**config.mk**
```make
export PLATFORM = sky130hd
export DESIGN_NAME = sud_prep
export DESIGN_NICKNAME = d
export VERILOG_FILES = /design/src/rtl/core/sud_pkg.sv /design/src/rtl/core/sud_prep.sv
export SDC_FILE = /design/constraint.sdc
export NUM_CORES = 1
export LEC_CHECK = 0
export ABC_AREA = 1
export BUFFER_PORTS_ARGS = -buffer_cell sky130_fd_sc_hd__buf_2
export CAP_MARGIN = 20
export CELL_PAD_IN_SITES_DETAIL_PLACEMENT = 0
export CELL_PAD_IN_SITES_GLOBAL_PLACEMENT = 1
export CORE_ASPECT_RATIO = 1.1
export CORE_MARGIN = 2
export CORE_UTILIZATION = 30
export DETAILED_ROUTE_END_ITERATION = 8
export PLACE_DENSITY = 0.81
export SLEW_MARGIN = 20
export SYNTH_ARGS = -nofsm -noshare
export SYNTH_HDL_FRONTEND = slang
export SYNTH_SLANG_ARGS = --single-unit
```
**constraint.sdc**
```tcl
create_clock -name clock -period 4.97 [get_ports clock]
set_input_delay 0.2485 -clock clock [delete_from_list [all_inputs] [get_ports clock]]
set_output_delay 0.2485 -clock clock [all_outputs]
set_load 0.01 [all_outputs]
```
**src/rtl/core/sud_pkg.sv**
```systemverilog
// ----------------------------------------------------------------------------
// sud_pkg
// shared width, mode codes and the per-stage work record of the divider
// ----------------------------------------------------------------------------
package sud_pkg;

   localparam int unsigned WIDTH = 32;

   // operand signedness modes
   localparam logic [1:0] MODE_UU = 2'd0;  // unsigned / unsigned
   localparam logic [1:0] MODE_SS = 2'd1;  // signed / signed
   localparam logic [1:0] MODE_US = 2'd2;  // unsigned dividend, signed divisor
   localparam logic [1:0] MODE_SU = 2'd3;  // signed dividend, unsigned divisor

   // record carried down the division pipe
   typedef struct packed {
      logic             n_neg;   // dividend was negative
      logic             d_neg;   // divisor was negative
      logic             d_zero;  // divisor is zero
      logic [WIDTH-1:0] nq;      // dividend bits shift out, quotient bits shift in
      logic [WIDTH-1:0] rem;     // partial remainder
      logic [WIDTH-1:0] den;     // divisor magnitude
   } work_type;

   function automatic logic [WIDTH-1:0] negate(input logic [WIDTH-1:0] v);
      negate = {WIDTH{1'b0}} - v;
   endfunction

endpackage

```
**src/rtl/core/sud_prep.sv**
```systemverilog
// ----------------------------------------------------------------------------
// sud_prep
// entry stage: decodes the mode and registers operand magnitudes and signs
// ----------------------------------------------------------------------------
module sud_prep import sud_pkg::*; (
   input  logic             clock,
   input  logic             reset,
   input  logic             in_valid,
   output logic             in_ready,
   input  logic [1:0]       mode,
   input  logic [WIDTH-1:0] dividend,
   input  logic [WIDTH-1:0] divisor,
   output logic             out_valid,
   input  logic             out_ready,
   output work_type         out_data
);

   logic     valid_ff;
   logic     valid_in;
   work_type data_ff;
   work_type data_in;
   logic     n_signed;
   logic     d_signed;

   assign in_ready = !valid_ff || out_ready;
   assign valid_in = in_ready ? in_valid : valid_ff;

   always_comb begin
      n_signed       = (mode == MODE_SS) || (mode == MODE_SU);
      d_signed       = (mode == MODE_SS) || (mode == MODE_US);
      data_in.n_neg  = n_signed && dividend[WIDTH-1];
      data_in.d_neg  = d_signed && divisor[WIDTH-1];
      data_in.d_zero = (divisor == {WIDTH{1'b0}});
      data_in.nq     = data_in.n_neg ? negate(dividend) : dividend;
      data_in.den    = data_in.d_neg ? negate(divisor) : divisor;
      data_in.rem    = {WIDTH{1'b0}};
   end

   always_ff @(posedge clock) begin
      if (reset) begin
         valid_ff <= 1'b0;
      end else begin
         valid_ff <= valid_in;
      end
   end

   always_ff @(posedge clock) begin
      if (in_valid && in_ready) begin
         data_ff <= data_in;
      end
   end

   assign out_valid = valid_ff;
   assign out_data  = data_ff;

endmodule

```
# Word-level counts from Yosys, hierarchy flattened
# Cells that the tools add are included.
# Widths: inputs -> output; s select.
# totals
reg_bits,68
in_bits,70
output_inout_bits,101
elab_cells,21
# classes
add_sub_neg,2
eq_ne,3
mux,2
reduce_logical,8
# op_table
cell,n
$mux 32,2
$sub 1x32->32 const A,2
$logic_not 32->1,1
$eq 2x2->1 const B,2
$logic_and 1x1->1,3
$logic_or 1x1->1,3
$eq 2x1->1 const B,1
$logic_not 1->1,1

# Depth between registers and ports, before layout
# Gate-level depths: netlist (run 1).
# logic_depth
word_depth,4
mapped_depth,11
depth_no_buf,10

# Least setup slack after synthesis (run 1)
# OpenSTA, ideal clock, no wires.
# synth_path
path_type,reg2reg
startpoint,reg valid_ff (netlist: out_valid)
endpoint,reg data_ff (netlist bit out_data[0]) (enable)
setup_time_ps,514
arrival_time_ps,3630
t_required_ps,4456
slack_ps,826
path_stages_with_launch,2
path_buffers,0
period_less_slack_ps,4144
path_cell_list,dfxtp_1 a21oi_1
# synth_via
elab_chain_cells,3
# synth_lines
element,line_no,rtl
from (decl),sud_prep.sv:18,logic valid_ff;
from (signal assigned),sud_prep.sv:43,valid_ff <= valid_in;
$logic_not 1->1,sud_prep.sv:25,assign in_ready = !valid_ff || out_ready;
$logic_or 1x1->1,sud_prep.sv:25,
$logic_and 1x1->1,sud_prep.sv:48,if (in_valid && in_ready) begin
to (signal assigned),sud_prep.sv:49,data_ff <= data_in;
to (decl),sud_prep.sv:20,work_type data_ff;
# Every way passes these cells.
# A chain may end at the register's enable or synchronous reset.

# Worst setup path in the final report (run 1)
# layout_path
startpoint,reg valid_ff (netlist: out_valid)
endpoint,reg data_ff (netlist bit out_data[6]) (enable)
# The elaborated chain is that of the path after synthesis.

==> impl_results.md, run 1 <==
- Most frequent cells in the layout: 190 x nand2_1, 138 x buf_2, 100 x nor2_1, 67 x edfxtp_1, 50 x inv_1
- RSZ-0062 raised after global routing: false
- Clock Tree Buf Depth: 2
- First-pass GRT wire length: approximately 19000 um
- Vias in the first global route: roughly 3700
- Post-Route Setup TNS: 0 ns
- Setup crit end kind: flip-flop
- Post-synthesis register bit count: 68
- Num ports: between 150 and 200
- DR pass1 iterations: 4
- Pin slew with the least headroom to its limit: between 0.9 and 1 ns
- Clk_skew: just under 0.007 ns
- Hold Path Class: in -> reg
- Die area: between 15000 and 20000 sq um
- Fmax: slightly below 0.5 GHz
- Fraction of the yosys area taken by sequential cells: 0.462
- CTS tree: done
- Wire per inst: 13.2 um
- Buffers added on ports: roughly 140
- Outcome: completed
- Most common cell after layout, fill and taps aside: nand2_1
- Area grow syn2layout: 25.5%
- Largest net degree at the start of global routing: 40
- Maximum VDD drop: 123 uV
- Kind of critical path: reg -> reg
- Crit path DAT: between 2 and 2.5 ns
- Setup repair bufs after CTS: 0
- Crit path launch type: flip-flop
- Via density: ~4.4
- Max Transition Viols Final: 0
- Critical path fanouts, max: 39
- GRT Overall Usage: 0.155
- Layout cells sized above 1: 0.251
- Initial core utilization: 0.306
- # setup viols final: 0
- DRC viols: 0
- CTS clk-pin slew, worst paths: 0.06 ns
- CTS Root Cell: clkbuf_16
- Worst path bufs/invs: 1
- Hpwl dp: between 9000 and 10000 um
- CTS Buf Count: 9
- Mapped Area: 4400 sq um
- Initial antenna violation count: 0
- Die Span X: 119 um
- Core footprint: 14400 sq um
- Synth cell types: 23
- Post-Place Cells: 889
- Min Tclk post-route: about 2.1 ns
- CTS resizes: 0
- CP Data Required Time: between 4 and 5 ns
- CP top delay family: compound AO/OA/AOI/OAI gates
- Synth Instances: about 560
- Slowest stage delay, CP: 0.74 ns
- Pwr/cell area: approximately 320 nW/um^2
- Total clock sinks: 68
- Wirelength, routed: 11900 um
- N_diodes: 0
- Row count: 46
- Clk_lat worst skew: around 0.35 ns
- Worst path cell trace: a21oi_4, buf_4
- Non-filler cells, final: around 910
- Hold buffers post-CTS: 0
- CTS H-tree depth: 3
- Routed vias: a little under 4000
- Rel. slew slack: 0.383
- Lkg Pwr: roughly 0.0026 uW
- Fillers: between 1500 and 2000
- Share of the synthesized area in the top cell type: 0.458
- CP max-delay cell: a21oi_4
- Area leader, netlist: edfxtp_1
- Tcrit/Tclk final: 0.413
- Syn Area/Cell: just under 8 sq um
- Post-route ant nets: 0
- DRT iter0 DRCs: 190
- Syn. warnings: 0
- Nets: between 700 and 800
- Final Hold Viols: 0
- Grt ovf: 0
- Gpl congestion: a little over 0.8
- Top post-synthesis cells by area: edfxtp_1 46%, nand2_1 16%, nor2_1 8.6%
- Die Span Y: approximately 130 um
- Max-cap viol count: 0
## final cells by class
cell class / count / area (sq um) / share of cell area
timing repair buffer: 140 / 706 / 0.128
tap: 192 / 240 / 0.0435
sequential: 68 / 2030 / 0.368
multi-input combinational: 438 / 2020 / 0.366
clock inverter: 7 / 98.8 / 0.0179
inverter: 51 / 194 / 0.0352
clock buffer: 9 / 225 / 0.0408
## worst paths after layout
kind,start,end,slack [ns],cells after the start
max reg2reg,out_valid$_SDFFE_PP0N_,out_data[6]$_DFFE_PP_,2.92,2
min reg2reg,out_valid$_SDFFE_PP0N_,out_valid$_SDFFE_PP0N_,0.53,2
max,out_valid$_SDFFE_PP0N_,out_data[6]$_DFFE_PP_,2.92,2
min,reset,out_valid$_SDFFE_PP0N_,0.05,2
## sequential cells by signal, summed over array words and instances (netlist names)
register / count
out_data: 67
out_valid: 1
## cells in the mapped netlist
cell type,count
inv_1,50
nor2_1,101
nand3b_1,2
a21oi_1,3
nor2_4,8
o21ai_1,2
nand3_1,36
buf_6,2
buf_2,2
nor3_1,1
dfxtp_1,1
edfxtp_1,67
nand2_2,3
xor2_1,14
xnor2_1,14
ha_1,4
inv_4,1
nor2_8,1
nand2_1,190
o21ai_0,19
buf_4,33
conb_1,1
nor2_2,8
## where the power goes
group	switching [uW]	internal, uW
sequential	13.5	700
combinational	210	116
clock	268	442
total	492	1260
## metrics by stage
| stage | util | hold WS [ns] | cell area [sq um] | setup WS, ns | total power [uW] |
|---|---|---|---|---|---|
| 6_report | 0.383 | 0.0473 | 5520 | 2.92 | 1750 |
| 5_1_grt | 0.383 | 0.0470 | 5520 | 2.71 | 1830 |
| 4_1_cts | 0.383 | 0.0405 | 5520 | 2.84 | 1770 |
| 3_5_place_dp | 0.361 | 0.411 | 5190 | 2.80 | 1060 |
| 3_3_place_gp | 0.361 | 0.407 | 5190 | 2.82 | 1050 |
| 2_1_floorplan | - | 0.318 | 4510 | 0.826 | 944 |
## layer usage
metal	up-vias	part of all wire	GRT usage
met5	-	0	0
li1	2014	-	-
met1	1762	0.41	0.186
met4	0	0.016	0.0574
met3	14	0.069	0.0356
met2	149	0.50	0.275
## logic make-up (layout without fill, tap and decap cells)
| kind of cell | after synthesis | in the layout | share of synthesized area |
|---|---|---|---|
| AND/OR/NAND/NOR | 350 | 350 | 0.335 |
| buffers and inverters | 88 | 207 | 0.108 |
| flip-flops | 68 | 68 | 0.462 |
| XOR/XNOR | 28 | 28 | 0.0558 |
| AO/OA/AOI/OAI | 24 | 24 | 0.0273 |
| adder cells (fa/ha/maj) | 4 | 4 | 0.0114 |
| other | 1 | 32 | 0.000853 |
Note: power is estimated with default switching activity, not from simulation.
==> run 2, diff against run 1 <==
--- a/config.mk
+++ b/config.mk
@@ -5,7 +5,7 @@
 export SDC_FILE = /design/constraint.sdc
 export NUM_CORES = 1
 export LEC_CHECK = 0
-export ABC_AREA = 1
+export ABC_AREA = 0
 export BUFFER_PORTS_ARGS = -buffer_cell sky130_fd_sc_hd__buf_2
 export CAP_MARGIN = 20
 export CELL_PAD_IN_SITES_DETAIL_PLACEMENT = 0
@@ -14,7 +14,7 @@
 export CORE_MARGIN = 2
 export CORE_UTILIZATION = 30
 export DETAILED_ROUTE_END_ITERATION = 8
-export PLACE_DENSITY = 0.81
+export PLACE_DENSITY = 0.82
 export SLEW_MARGIN = 20
 export SYNTH_ARGS = -nofsm -noshare
 export SYNTH_HDL_FRONTEND = slang
==> constraint.sdc (replaced) <==
create_clock -name clock -period 1.8 [get_ports clock]
set_input_delay 0.09 -clock clock [delete_from_list [all_inputs] [get_ports clock]]
set_output_delay 0.09 -clock clock [all_outputs]
set_load 0.01 [all_outputs]
==> impl_results.md, run 2 <==
- Worst R2R Setup Slack: 0.52 ns (was 2.92 ns)
- Max Transition Viols Final: 0 (unchanged)
- CTS H-tree depth: 3 (unchanged)
- Mapped Area: 3830 sq um (was 4400 sq um)
- Pwr/cell area: 903 nW/um^2 (was 317 nW/um^2)
- Top post-synthesis cells by area: edfxtp_1 52%, xor2_1 8.5%, buf_4 6.3% (was edfxtp_1 46%, nand2_1 16%, nor2_1 8.6%)
- Slowest stage delay, CP: 0.50 ns (was 0.74 ns)
- Core footprint: 12500 sq um (was 14400 sq um)
- Max-cap viol count: 0 (unchanged)
- Fillers: 1199 (was 1531)
- CP top delay family: simple AND/OR/NAND/NOR gates (was compound AO/OA/AOI/OAI gates)
- Post-Place Cells: 638 (was 889)
- Clock Tree Buf Depth: 2 (unchanged)
- Lkg Pwr: 0.00219 uW (was 0.00258 uW)
- Total clock sinks: 68 (unchanged)
- DRC viols: 0 (unchanged)
- Layout cells sized above 1: 0.382 (was 0.251)
- CP max-delay cell: or4b_4 (was a21oi_4)
- Worst-case reg-to-reg path depth: 3 (was 2)
- DR pass1 iterations: 4 (unchanged)
- Wirelength, routed: 9850 um (was 11900 um)
- Hpwl dp: 7620 um (was 9550 um)
- Share of the synthesized area in the top cell type: 0.525 (was 0.458)
- Critical path fanouts, max: 8 (was 39)
- Row count: 43 (was 46)
- Commonest cells in the netlist: 67 x edfxtp_1, 37 x xor2_1, 32 x buf_4, 27 x nor2_1, 20 x xnor2_1 (was 190 x nand2_1, 101 x nor2_1, 67 x edfxtp_1, 50 x inv_1, 36 x nand3_1)
- Die Span X: 112 um (was 119 um)
- Syn Area/Cell: 11.7 sq um (was 7.81 sq um)
- Maximum VDD drop: 421 uV (was 123 uV)
- Synth Instances: 329 (was 563)
- Routed vias: 3099 (was 3939)
- N_diodes: 0 (unchanged)
- Buffers added on ports: 138 (unchanged)
- Initial antenna violation count: 0 (unchanged)
- CTS clk-pin slew, worst paths: 0.06 ns (about the same)
- # setup viols final: 0 (unchanged)
- Crit path launch type: input port (was flip-flop)
- Grt ovf: 0 (unchanged)
- Kind of critical path: in -> reg (was reg -> reg)
- CP Data Required Time: 1.87 ns (was 4.96 ns)
- Top-count cell post-synth: edfxtp_1 (was nand2_1)
- Most common cell after layout, fill and taps aside: buf_2 (was nand2_1)
- Die area: 13700 sq um (was 15600 sq um)
- RSZ-0062 raised after global routing: false (unchanged)
- GRT Overall Usage: 0.141 (was 0.155)
- Crit path launch: dividend[1] (was out_valid$_SDFFE_PP0N_)
- Via density: 4.72 (was 4.35)
- Syn. warnings: 0 (unchanged)
- WP depth: 8 (was 2)
- Post-Route Setup TNS: 0 ns (unchanged)
- Die Span Y: 123 um (was 131 um)
- First-pass GRT wire length: 15100 um (was 18600 um)
- Clk_skew: 0.00388 ns (was 0.00673 ns)
- Num ports: 171 (unchanged)
- Post-route ant nets: 0 (unchanged)
- WHS: 0.0793 ns (was 0.0473 ns)
- Max reg flops: 67 (unchanged)
- R2r endpoint: out_data[3]$_DFFE_PP_ (was out_data[6]$_DFFE_PP_)
- Final Hold Viols: 0 (unchanged)
- Number of flops mapped to enable cells by yosys: 67 (unchanged)
- Wire per inst: 15.0 um (was 13.2 um)
- Fmax: ~0.62 GHz
- Fraction of the yosys area taken by sequential cells: 0.530 (was 0.462)
- Area grow syn2layout: 33.4% (was 25.5%)
- Outcome: completed (unchanged)
- Worst setup endpoint: out_data[94]$_DFFE_PP_ (was out_data[6]$_DFFE_PP_)
- Hold Path Class: in -> reg (unchanged)
- Post-synthesis register bit count: 68 (unchanged)
- Gpl congestion: 0.812 (about the same)
- Largest net degree at the start of global routing: 68 (was 40)
- Crit path DAT: 1.69 ns (was 2.04 ns)
- Top FF cell, synth: edfxtp_1 (unchanged)
- Area leader, netlist: edfxtp_1 (unchanged)
- Synth cell types: 40 (was 23)
- Setup crit end kind: flip-flop (unchanged)
- Vias in the first global route: 3041 (was 3730)
- Nets: 569 (was 782)
- Worst path bufs/invs: 3 (was 1)
- Reg2reg start: out_valid$_SDFFE_PP0N_ (unchanged)
- Worst path cell trace: buf_2, inv_1, ha_1, or4b_4, nor4_4, buf_4, a41oi_2, xor2_1 (was a21oi_4, buf_4)
- CTS tree: done (unchanged)
- Clk_lat worst skew: 0.32 ns (was 0.35 ns)
- CTS Root Cell: clkbuf_16 (unchanged)
- CTS Buf Count: 9 (unchanged)
- Async set-or-reset flop fraction in the synthesized netlist: 0 (unchanged)
- Most frequent cells in the layout: 138 x buf_2, 67 x edfxtp_1, 37 x xor2_1, 32 x conb_1, 27 x nor2_1 (was 190 x nand2_1, 138 x buf_2, 100 x nor2_1, 67 x edfxtp_1, 50 x inv_1)
- Tcrit/Tclk final: 0.902
- Non-filler cells, final: 657 (was 905)
- Fin util: 0.408 (was 0.383)
- Initial core utilization: 0.306 (about the same)
- Total power: 4610 uW (was 1750 uW)
- Min Tclk post-route: around 1.6 ns
- DRT iter0 DRCs: 168 (was 190)
run 2: changes by cell type after synthesis, sizes merged, moves of 8 or more:
cell	change
a41oi	+8
nor2	-90
nand3	-33
or4	+8
a31oi	+17
nand2	-190
o21ai	-12
a21oi	+13
inv	-35
nor3	+9
nor4	+12
xor2	+23
clkbuf	+8
run 2: power by group:
part           leakage (uW)  internal (uW)  switching [uW]
registers          0.000658           1920            31.7
logic               0.00138            301             441
clock network      0.000159           1250             667
total               0.00219           3470            1140
run 2: through the flow:
stage / setup slack, ns / instance area (sq um)
2_1_floorplan: 0.00451 / 3950
6_report: 0.176 / 5110
4_1_cts: 0.190 / 5110
5_1_grt: 0.112 / 5110
3_3_place_gp: -0.142 / 4760
3_5_place_dp: -0.144 / 4760
run 2: worst min path at each step:
stage / slack [ns] / end / cells after the start / from
after detailed placement: 0.25 / out_valid$_SDFFE_PP0N_ / 2 / reset
after global placement: 0.24 / out_valid$_SDFFE_PP0N_ / 2 / reset
after CTS: 0.07 / out_data[15]$_DFFE_PP_ / 2 / divisor[15]
after floorplan: 0.16 / out_valid$_SDFFE_PP0N_ / 1 / reset
after global routing: 0.07 / out_data[15]$_DFFE_PP_ / 2 / divisor[15]
final: 0.08 / out_data[15]$_DFFE_PP_ / 2 / divisor[15]
run 2: cells by family after synthesis:
| kind of cell | synth area share |
|---|---|
| compound gates | 0.0953 |
| flops | 0.530 |
| fa+ha+maj | 0.0131 |
| other cells | 0.000978 |
| xor+xnor | 0.130 |
| simple gates | 0.144 |
| buf+inv | 0.0862 |
run 2: layer usage:
layer	GRT usage	up-vias	part of all wire
li1	-	1488	-
met1	0.166	1450	0.41
met2	0.246	153	0.49
met3	0.0440	8	0.093
met4	0.0471	0	0.011
met5	0	-	0
run 2: area by class of cell:
cell class	count	area, sq um	share of cell area
clock buffer	10	239	0.0467
clock inverter	6	86.3	0.0169
inverter	16	60.1	0.0117
multi-input combinational	236	1590	0.312
sequential	68	2030	0.397
tap	157	196	0.0384
timing repair buffer	164	906	0.177
run 2: worst register-to-register path: stages (launching register included):
cell and delay (ns):
dfxtp_1 0.31, nand2b_1 0.10, and2_2 0.18, buf_12 0.33
run 2: what timing repair did:
item                                   in CTS  in global routing
setup endpoints to repair                   0                  0
endpoints found under the hold margin       2                  0
hold buffers                                3                  0
buffers inserted                            0                  0
gates resized for setup                     0                  0
==> run 3, diff against run 2 <==
--- a/config.mk
+++ b/config.mk
@@ -15,7 +15,8 @@
 export CORE_UTILIZATION = 30
 export DETAILED_ROUTE_END_ITERATION = 8
 export PLACE_DENSITY = 0.82
-export SLEW_MARGIN = 20
+export RECOVER_POWER = 100
+export SLEW_MARGIN = 5
 export SYNTH_ARGS = -nofsm -noshare
 export SYNTH_HDL_FRONTEND = slang
 export SYNTH_SLANG_ARGS = --single-unit
==> impl_results.md, run 3 (synthesized netlist as in run 2, its figures left out) <==
- Outcome: completed (unchanged)
- Sw frac: 0.250 (was 0.247)
- Hold Path Class: in -> reg (unchanged)
- Max reg flops: 67 (unchanged)
- CTS tree: done (unchanged)
- CTS Root Cell: clkbuf_16 (unchanged)
- RSZ-0062 raised after global routing: false (unchanged)
- CTS Buf Count: 9 (unchanged)
- Clock Tree Buf Depth: 2 (unchanged)
- Max Transition Viols Final: 0 (unchanged)
- Clk_skew: 0.00380 ns (was 0.00388 ns)
- Row count: 43 (unchanged)
- Maximum VDD drop: 414 uV (was 421 uV)
- Pre-CTS setup slack: -0.144 ns (unchanged)
- Pwr/cell area: 923 nW/um^2 (was 903 nW/um^2)
- Routed vias: 3090 (was 3099)
- Critical path fanouts, max: 8 (unchanged)
- Gpl congestion: 0.812 (unchanged)
- Final worst-path setup slack: 0.168 ns (was 0.176 ns)
- Initial antenna violation count: 0 (unchanged)
- Kind of critical path: in -> reg (unchanged)
- Crit path DAT: 1.70 ns (was 1.69 ns)
- Worst-case reg-to-reg path depth: 3 (unchanged)
- Grt ovf: 0 (unchanged)
- DRC viols: 0 (unchanged)
- Max-cap viol count: 0 (unchanged)
- CP Data Required Time: 1.86 ns (was 1.87 ns)
- GRT Overall Usage: 0.141 (unchanged)
- # setup viols final: 0 (unchanged)
- Hold EP: out_data[15]$_DFFE_PP_ (unchanged)
- Hpwl dp: 7620 um (unchanged)
- Via density: 4.70 (was 4.72)
- Most frequent cells in the layout: 79 x clkbuf_1, 67 x edfxtp_1, 63 x buf_2, 37 x xor2_1, 32 x conb_1 (was 138 x buf_2, 67 x edfxtp_1, 37 x xor2_1, 32 x conb_1, 27 x nor2_1)
- Num ports: 171 (unchanged)
- Cell Int Power: 3430 uW (was 3470 uW)
- Clk pwr share: 0.420 (was 0.416)
- Sequential Power Share: 0.429 (was 0.424)
- CTS H-tree depth: 3 (unchanged)
- DR pass1 iterations: 4 (unchanged)
- Wire per inst: 15.1 um (was 15.0 um)
- Die area: 13700 sq um (unchanged)
- Rel. slew slack: 0.583
- Wirelength, routed: 9940 um (was 9850 um)
- CTS clk-pin slew, worst paths: 0.06 ns (about the same)
- First-pass GRT wire length: 15100 um (unchanged)
- Logic pwr share: 0.151 (was 0.161)
- Die Span Y: 123 um (unchanged)
- Nets: 569 (unchanged)
- Switching power total: 1140 uW (about the same)
- N_diodes: 0 (unchanged)
- R2r endpoint: out_data[11]$_DFFE_PP_ (was out_data[3]$_DFFE_PP_)
- Setup crit end kind: flip-flop (unchanged)
- Fmax: 0.613 GHz (was 0.616 GHz)
- Die Span X: 112 um (unchanged)
- Hold path depth: 2 (unchanged)
- DRT iter0 DRCs: 156 (was 168)
- Post-route ant nets: 0 (unchanged)
- Total clock sinks: 68 (unchanged)
- Reg2reg start: out_valid$_SDFFE_PP0N_ (unchanged)
- Clk_lat worst skew: 0.32 ns (about the same)
- CTS resizes: 0 (unchanged)
- Largest net degree at the start of global routing: 68 (unchanged)
- Tcrit/Tclk final: 0.907 (was 0.902)
- Hold Path Origin: divisor[15] (unchanged)
- Crit path launch type: input port (unchanged)
- Area grow syn2layout: 29.1% (was 33.4%)
- Lkg Pwr: 0.00195 uW (was 0.00219 uW)
- Layout cells sized above 1: 0.216 (was 0.382)
- Core footprint: 12500 sq um (unchanged)
- Most common cell after layout, fill and taps aside: clkbuf_1 (was buf_2)
- Design area: 4950 sq um (was 5110 sq um)
- Pin slew with the least headroom to its limit: between 0.6 and 0.7 ns
- Initial core utilization: 0.306 (unchanged)
- Worst R2R Setup Slack: 0.33 ns (was 0.52 ns)
- Buffers added on ports: 138 (unchanged)
- Vias in the first global route: 3041 (unchanged)
- Min Tclk post-route: 1.63 ns (was 1.62 ns)
- Area after DPL: 4760 sq um (unchanged)
- Final Hold Viols: 0 (unchanged)
## run 3: layout make-up
cell class,count,area [sq um]
Sequential cell,68,2030
Fill cell,1258,7580
Timing Repair Buffer,164,786
Tap cell,157,196
Clock inverter,6,86.3
Clock buffer,10,239
Inverter,16,60.1
Multi-Input combinational cell,236,1550
## run 3: repair_timing
item                       in CTS  in global routing
hold endpoints to repair        2                  0
buffers inserted                0                  0
hold buffers                    3                  0
setup endpoints to repair       0                  0
## run 3: worst max path at each step
stage / from / end / slack, ns / cells after the start
2_1_floorplan: out_valid$_SDFFE_PP0N_ / out_data[0]$_DFFE_PP_ / 0.005 / 2
3_3_place_gp: dividend[1] / out_data[94]$_DFFE_PP_ / -0.14 / 8
3_5_place_dp: dividend[1] / out_data[94]$_DFFE_PP_ / -0.14 / 8
4_1_cts: dividend[1] / out_data[94]$_DFFE_PP_ / 0.19 / 8
5_1_grt: dividend[1] / out_data[94]$_DFFE_PP_ / 0.08 / 8
6_report: dividend[1] / out_data[94]$_DFFE_PP_ / 0.17 / 8
## run 3: per-layer routing
metal	up-vias	global-route usage	wire length, um
li1	1488	-	-
met1	1444	0.166	4080
met2	150	0.246	4860
met3	8	0.0440	889
met4	0	0.0471	106
met5	-	0	0
## run 3: critical path, stage by stage
cell      delay [ns]
clkbuf_1        0.09
inv_1           0.08
ha_1            0.19
or4b_4          0.50
nor4_4          0.27
buf_4           0.19
a41oi_1         0.12
xor2_1          0.17
## run 3: power groups by stage
stage | Sequential [uW] | Combinational (uW) | Clock, uW
6_report | 1960 | 692 | 1920
3_3_place_gp | 1990 | 727 | 0
5_1_grt | 1970 | 765 | 2030
2_1_floorplan | 2070 | 352 | 0
4_1_cts | 1960 | 747 | 1970
3_5_place_dp | 1990 | 741 | 0
## run 3: metrics by stage
step	std cells	util	setup TNS, ns	hold slack, ns	power [uW]
after global routing	657	0.395	0	0.0710	4770
after global placement	638	0.379	-1.01	0.243	2710
after floorplan	360	-	0	0.159	2420
final	657	0.395	0	0.0788	4570
after CTS	657	0.408	0	0.0655	4670
after detailed placement	638	0.379	-1.15	0.253	2730
